$ cat config.mk
export PLATFORM = sky130hd
export DESIGN_NAME = rvx_regfile
export DESIGN_NICKNAME = d
export VERILOG_FILES = /design/src/rtl/core/rv32i_subset_execute_core_unit_defines.svh /design/src/rtl/core/rvx_pkg.sv /design/src/rtl/core/rvx_regfile.sv
export SDC_FILE = /design/constraint.sdc
export NUM_CORES = 2
export LEC_CHECK = 0
export ABC_AREA = 1
export BUFFER_PORTS_ARGS = -buffer_cell sky130_fd_sc_hd__buf_2
export CELL_PAD_IN_SITES_DETAIL_PLACEMENT = 0
export CELL_PAD_IN_SITES_GLOBAL_PLACEMENT = 1
export CORE_ASPECT_RATIO = 0.75
export CORE_UTILIZATION = 50
export DETAILED_ROUTE_END_ITERATION = 12
export PLACE_DENSITY_LB_ADDON = 0.1
export SYNTH_ARGS = -nofsm -noshare
export SYNTH_HDL_FRONTEND = slang
export SYNTH_SLANG_ARGS = --single-unit
$ cat constraint.sdc
create_clock -name clk_i -period 3.1 [get_ports clk_i]
set_input_delay 0.62 -clock clk_i [delete_from_list [all_inputs] [get_ports clk_i]]
set_output_delay 0.62 -clock clk_i [all_outputs]
set_load 0.02 [all_outputs]
$ cat src/rtl/core/rv32i_subset_execute_core_unit_defines.svh
`ifndef RV32I_SUBSET_EXECUTE_CORE_UNIT_DEFINES_SVH
`define RV32I_SUBSET_EXECUTE_CORE_UNIT_DEFINES_SVH

// same-cycle implication, sampled on the core clock, off during reset
`define RVX_ASSERT_NOW(lbl, ante, cons, msg) \
  lbl: assert property (@(posedge clk_i) disable iff (!rst_ni) (ante) |-> (cons)) \
    else $error(msg);

// next-cycle implication
`define RVX_ASSERT_NEXT(lbl, ante, cons, msg) \
  lbl: assert property (@(posedge clk_i) disable iff (!rst_ni) (ante) |=> (cons)) \
    else $error(msg);

`endif

$ cat src/rtl/core/rvx_pkg.sv
`timescale 1ns / 1ps

package rvx_pkg;

  localparam int unsigned NumRegs  = 32;
  localparam int unsigned RegAw    = $clog2(NumRegs);
  localparam int unsigned MemWords = 16384;
  localparam int unsigned MemAw    = $clog2(MemWords);

  typedef enum logic [6:0] {
    OP_REG    = 7'h33,
    OP_IMM    = 7'h13,
    OP_BRANCH = 7'h63,
    OP_JAL    = 7'h6F,
    OP_LUI    = 7'h37,
    OP_AUIPC  = 7'h17,
    OP_LOAD   = 7'h03,
    OP_STORE  = 7'h23
  } opcode_e;

  // alu funct3
  localparam logic [2:0] F3_ADD  = 3'd0;
  localparam logic [2:0] F3_SLL  = 3'd1;
  localparam logic [2:0] F3_SLT  = 3'd2;
  localparam logic [2:0] F3_SLTU = 3'd3;
  localparam logic [2:0] F3_XOR  = 3'd4;
  localparam logic [2:0] F3_SR   = 3'd5;
  localparam logic [2:0] F3_OR   = 3'd6;
  localparam logic [2:0] F3_AND  = 3'd7;

  // branch funct3
  localparam logic [2:0] F3_BEQ  = 3'd0;
  localparam logic [2:0] F3_BNE  = 3'd1;
  localparam logic [2:0] F3_BLT  = 3'd4;
  localparam logic [2:0] F3_BGE  = 3'd5;
  localparam logic [2:0] F3_BLTU = 3'd6;
  localparam logic [2:0] F3_BGEU = 3'd7;

  // load / store width
  localparam logic [2:0] F3_WORD = 3'd2;

  localparam logic [6:0] F7_BASE = 7'h00;
  localparam logic [6:0] F7_ALT  = 7'h20;

  typedef struct packed {
    logic             en;
    logic [RegAw-1:0] addr;
    logic [31:0]      data;
  } rf_wr_t;

  typedef struct packed {
    logic             en;
    logic [MemAw-1:0] idx;
    logic [31:0]      data;
  } dm_wr_t;

endpackage

$ cat src/rtl/core/rvx_regfile.sv
`timescale 1ns / 1ps

module rvx_regfile (
  input  logic                  clk_i,
  input  logic                  rst_ni,
  input  logic                  rd_en_i,
  input  logic [rvx_pkg::RegAw-1:0] rs1_i,
  input  logic [rvx_pkg::RegAw-1:0] rs2_i,
  input  rvx_pkg::rf_wr_t       wr_i,
  output logic [31:0]           rs1_data_o,
  output logic [31:0]           rs2_data_o
);
  import rvx_pkg::*;

  logic [31:0]        rf_q [NumRegs];
  logic [NumRegs-1:0] valid_q;
  logic [31:0]        rs1_data_q;
  logic [31:0]        rs2_data_q;

  // an entry never written reads as zero; x0 is never written
  always_ff @(posedge clk_i or negedge rst_ni) begin
    if (!rst_ni) begin
      valid_q <= '0;
    end else if (wr_i.en) begin
      valid_q[wr_i.addr] <= 1'b1;
    end
  end

  always_ff @(posedge clk_i) begin
    if (wr_i.en) begin
      rf_q[wr_i.addr] <= wr_i.data;
    end
  end

  // write-first: a commit in the same cycle is seen by the read
  always_ff @(posedge clk_i) begin
    if (rd_en_i) begin
      if (wr_i.en && wr_i.addr == rs1_i) begin
        rs1_data_q <= wr_i.data;
      end else if (valid_q[rs1_i]) begin
        rs1_data_q <= rf_q[rs1_i];
      end else begin
        rs1_data_q <= '0;
      end
      if (wr_i.en && wr_i.addr == rs2_i) begin
        rs2_data_q <= wr_i.data;
      end else if (valid_q[rs2_i]) begin
        rs2_data_q <= rf_q[rs2_i];
      end else begin
        rs2_data_q <= '0;
      end
    end
  end

  assign rs1_data_o = rs1_data_q;
  assign rs2_data_o = rs2_data_q;

endmodule

# == After elaboration in Yosys (flattened, before gate mapping) ==
# Memories as Yosys holds them, arrays and structs flattened.
# Index checks and enable logic that the tools add are counted.
# W data, S select, Z words.
# op_classes
n_shift,0
reduce_logical,3
n_addsub,0
n_mul,0
n_eq_ne,2
order_cmp,4
n_mux,12
div_mod_pow,0
n_bitwise,1
# op_table
cell,count
$mux W32,4
$or A32 B32 Y32,1
$lt A5 B6 Y1 const B,3
$bmux W1 S5,2
$eq A5 B5 Y1,2
$demux W1 S5,1
$ge A5 B1 Y1 const B,1
$mux W1,5
$logic_and A1 B1 Y1,3
# totals
latch_bits,0
ff_bits,96
romBits,0
ramBits,1024
mem_count,1
# mem_list
memory,depth,word_bits,read_ports,rd_ports_with_merged_regs,write_ports,line_no,source
rf_q,32,32,2,0,1,rvx_regfile.sv:15,logic [31:0] rf_q [NumRegs];

# == Longest topological paths before layout ==
# depth
ltp_word,5
depth_mapped,13

# == Worst setup path after synthesis ==
# No wires, ideal clock.
# synth_path
path_type,input to register
from,input port wr_i[33] in the netlist's numbering
to,memory rf_q[16][0] (enable)
stages,4
path_slack_ps,282
t_arrival_ps,2396
n_path_buf,1
required_time_ps,2678
path_cell_list,inv_1 nand3_1 clkbuf_1 nor2_1
# synth_rtl
element,line_no,source
"start, declared",rvx_regfile.sv:9,"input rvx_pkg::rf_wr_t wr_i,"
"end, declared",rvx_regfile.sv:15,
# Straight into the memory's write port.

# == Final worst setup path ==
# layout_path
from,register rs1_data_q[6] (netlist: rs1_data_o[6])
to,output port rs1_data_o[6]
# layout_rtl
element,line_no,source
"start, declared",rvx_regfile.sv:17,logic [31:0] rs1_data_q;
"start signal, assigned",rvx_regfile.sv:39,rs1_data_q <= wr_i.data;
"start signal, assigned",rvx_regfile.sv:41,rs1_data_q <= rf_q[rs1_i];
"end, declared",rvx_regfile.sv:10,"output logic [31:0] rs1_data_o,"
# No word-level cell between the ends.

==> results.cfg <==
[clocking]
post_cts_resized = 0
cts_tree = done
cts.sinks = 1120
cts-root-buf = clkbuf_16
numCtsBuffers = 117
clock_latency_ns = 0.76
htreeDepth = 3
clk_pin_slew_ns = 0.06
holdBufCountCts = 1
ctsLongestPathBuffers = 3
cts_setup_buffers = 0

[logic_synthesis]
synthesis.area_um2 = 59100
seq_area_frac_synth = 0.566
yosysTopAreaCellShare = 0.553
syn_area_per_cell_um2 = 8.48
synthTopCellsByArea = edfxtp_1 55%, nand2_1 15%, nand3_1 14%, inv_1 5.9%, o211ai_1 2.4%
syn_nets = 7024
netlist_instances = 6973
yosys.area.top_type = edfxtp_1
ys_seq_elements = 1120
synth_cell_types = 22
yosys_warnings = 0

[setup_path]
r2r-end = rs1_data_o[21]
reg2reg_depth = 12
r2r_start = valid_q[2]
end_kind = primary output
path_cells = buf_2
worstPathMaxFanout = 9
crit_type = flop to primary output
required_ns = 2.48
r2r_slack_ns = 1.12
cp_top_family = flip-flops
critical_path_depth = 1
crit_slowest_cell = edfxtp_1
worstSetupStartpointType = flop
slowest_delay_ns = 0.74
path_buf_inv = 1
arrival_ns = 1.76

[sta]
rsz0062_at_grt = false
fin_crit_ns = 2.38
fmaxAchievable_ghz = 0.420
slew_headroom = 0.429
setup_viol = 0
skew_ns = 0.0253
timing.final.crit_share = 0.768
hold_viol = 0
tightest_slew_ns = 0.857
slew_violations = 0
final.setup.tns_ns = 0
whs_ns = 0.276

[min_path]
holdCritStartpoint = wr_i[10]
min_path_type = primary input to flop
whs_endpoint = rf_q[2][10]
hold_depth = 1

[placed_design]
hpwl_um = 123000
numPlacedInstances = 8367
routabilityCongestion = 0.882
port_buffers = 114

[floorplanning]
die-area_um2 = 120000
die_x_um = 399
std_cell_rows = 108
coreArea_um2 = 116000
fp.dieH_um = 300
io_pins = 115
initial_utilization = 0.507

[detailed_routing]
wl_um = 226000
wl_per_cell_um = 26.3
drc = 0
vias = 50900
drt-initial-drc-count = 7722
ant_nets = 0
vias_per_cell = 5.92
dr.pass1.iters = 9

[grt]
grt_pass1_vias = 46800
grt_antenna_before_repair = 16
grt_pass1_wl_um = 325000
track_usage = 0.374
grt-ovfl-total = 0
grt_max_degree = 141

[layout]
multi_input_area_um2 = 19800
nets = 6998
finalNonFillerCells = 8599
regArea_um2 = 33500
drive_gt1_frac = 0.0771
final_util = 0.565
fill_cells = 10400
area_growth_pct = 11.3

[job]
cap_viol_max_count = 0

[power]
cellPowerDensity_nw_per_um2 = 527
p_leak_nw = 28.6
vdd_drop_max_uv = 536

[outcome]
status = completed
-- through the flow --
step	worst slack [ns]	power [mW]	instance area [um2]
global placement	0.320	21.3	62200
floorplan	0.282	19.7	59100
finish	0.720	34.7	65800
detailed placement	0.328	21.3	62200
global route	0.739	35.6	65700
CTS	0.823	34.7	65700
-- state kept, by name, summed over array words and instances (netlist names) --
name	cells
rs2_data_o	32
rf_q	1024
rs1_data_o	32
valid_q	32
-- area by class of cell --
type,count,share of cell area
inverter,942,0.0545
antenna,13,0.000495
clock inverter,71,0.00679
clock buffer,147,0.0472
tap,1540,0.0293
timing repair buffer,328,0.0512
sequential,1120,0.509
multi-input combinational,4438,0.302
-- cell families (layout without fill, tap and decap cells) --
kind of cell    count (synthesis)  count (layout)  synth area share
compound gates                220             220            0.0271
buf+inv                      1415            1488             0.102
flops                        1120            1120             0.566
other cells                     0              13                 0
simple gates                 4218            4218             0.304
-- routing by layer --
metal	global-route usage	vias to the layer above	wire length (um)
li1	-	22900	-
met1	0.531	24000	90700
met2	0.547	3427	95500
met3	0.0998	577	29400
met4	0.142	18	9840
met5	0	-	356
-- synthesized netlist by cell type --
master       n
edfxtp_1  1088
a21oi_1      3
nand2_2      1
inv_1      934
buf_8        2
a221oi_2     1
clkinv_1     2
buf_1       50
clkbuf_1    96
nand2_1   2387
or2_2       16
o211ai_1   192
dfrtp_1     32
buf_4       51
o21ai_0     18
nand3_1   1678
nand3_2      2
o22ai_1      6
inv_2        6
nor2_1     134
buf_6       28
buf_2      246
-- report_power, final --
part           total (mW)  internal [mW]  switching, mW
Combinational        4.06           1.13           2.93
Clock                13.5           7.35           6.17
Sequential           17.1           16.9          0.174
-- worst register-to-register path, cell delays in order, from the launching register on --
cell     delay, ns
dfrtp_1       0.36
inv_1         0.10
nand2_1       0.07
nand3_1       0.08
nand3_1       0.08
nand3_1       0.11
nand2_1       0.08
nand2_1       0.07
nand2_2       0.08
buf_4         0.23
buf_4         0.21
nand3_1       0.19
nand2_1       0.07
-- cells in the final DEF (no fill, tap or decap), drive strengths merged --
| cell type | n |
|---|---|
| bufinv | 4 |
| o22ai | 6 |
| o21ai | 18 |
| inv | 943 |
| clkinv | 65 |
| dfrtp | 32 |
| o211ai | 192 |
| edfxtp | 1088 |
| nand3 | 1680 |
| or2 | 16 |
| buf | 327 |
| clkbuf | 147 |
| a21oi | 3 |
| nand2 | 2388 |
| dlygate4sd3 | 1 |
| nor2 | 134 |
| a221oi | 1 |
| clkinvlp | 1 |
| diode | 13 |
-- how the worst max path moves through the flow --
stage	startpoint	end	slack (ns)
floorplan	wr_i[33]	rf_q[16][0]	0.28
global placement	rs2_i[0]	rs2_data_o[17]	0.32
detailed placement	rs2_i[0]	rs2_data_o[17]	0.33
CTS	rs1_data_o[10]	rs1_data_o[10]	0.82
global route	rs1_data_o[6]	rs1_data_o[6]	0.74
finish	rs1_data_o[6]	rs1_data_o[6]	0.72
Power figures use the tool's default switching activity.
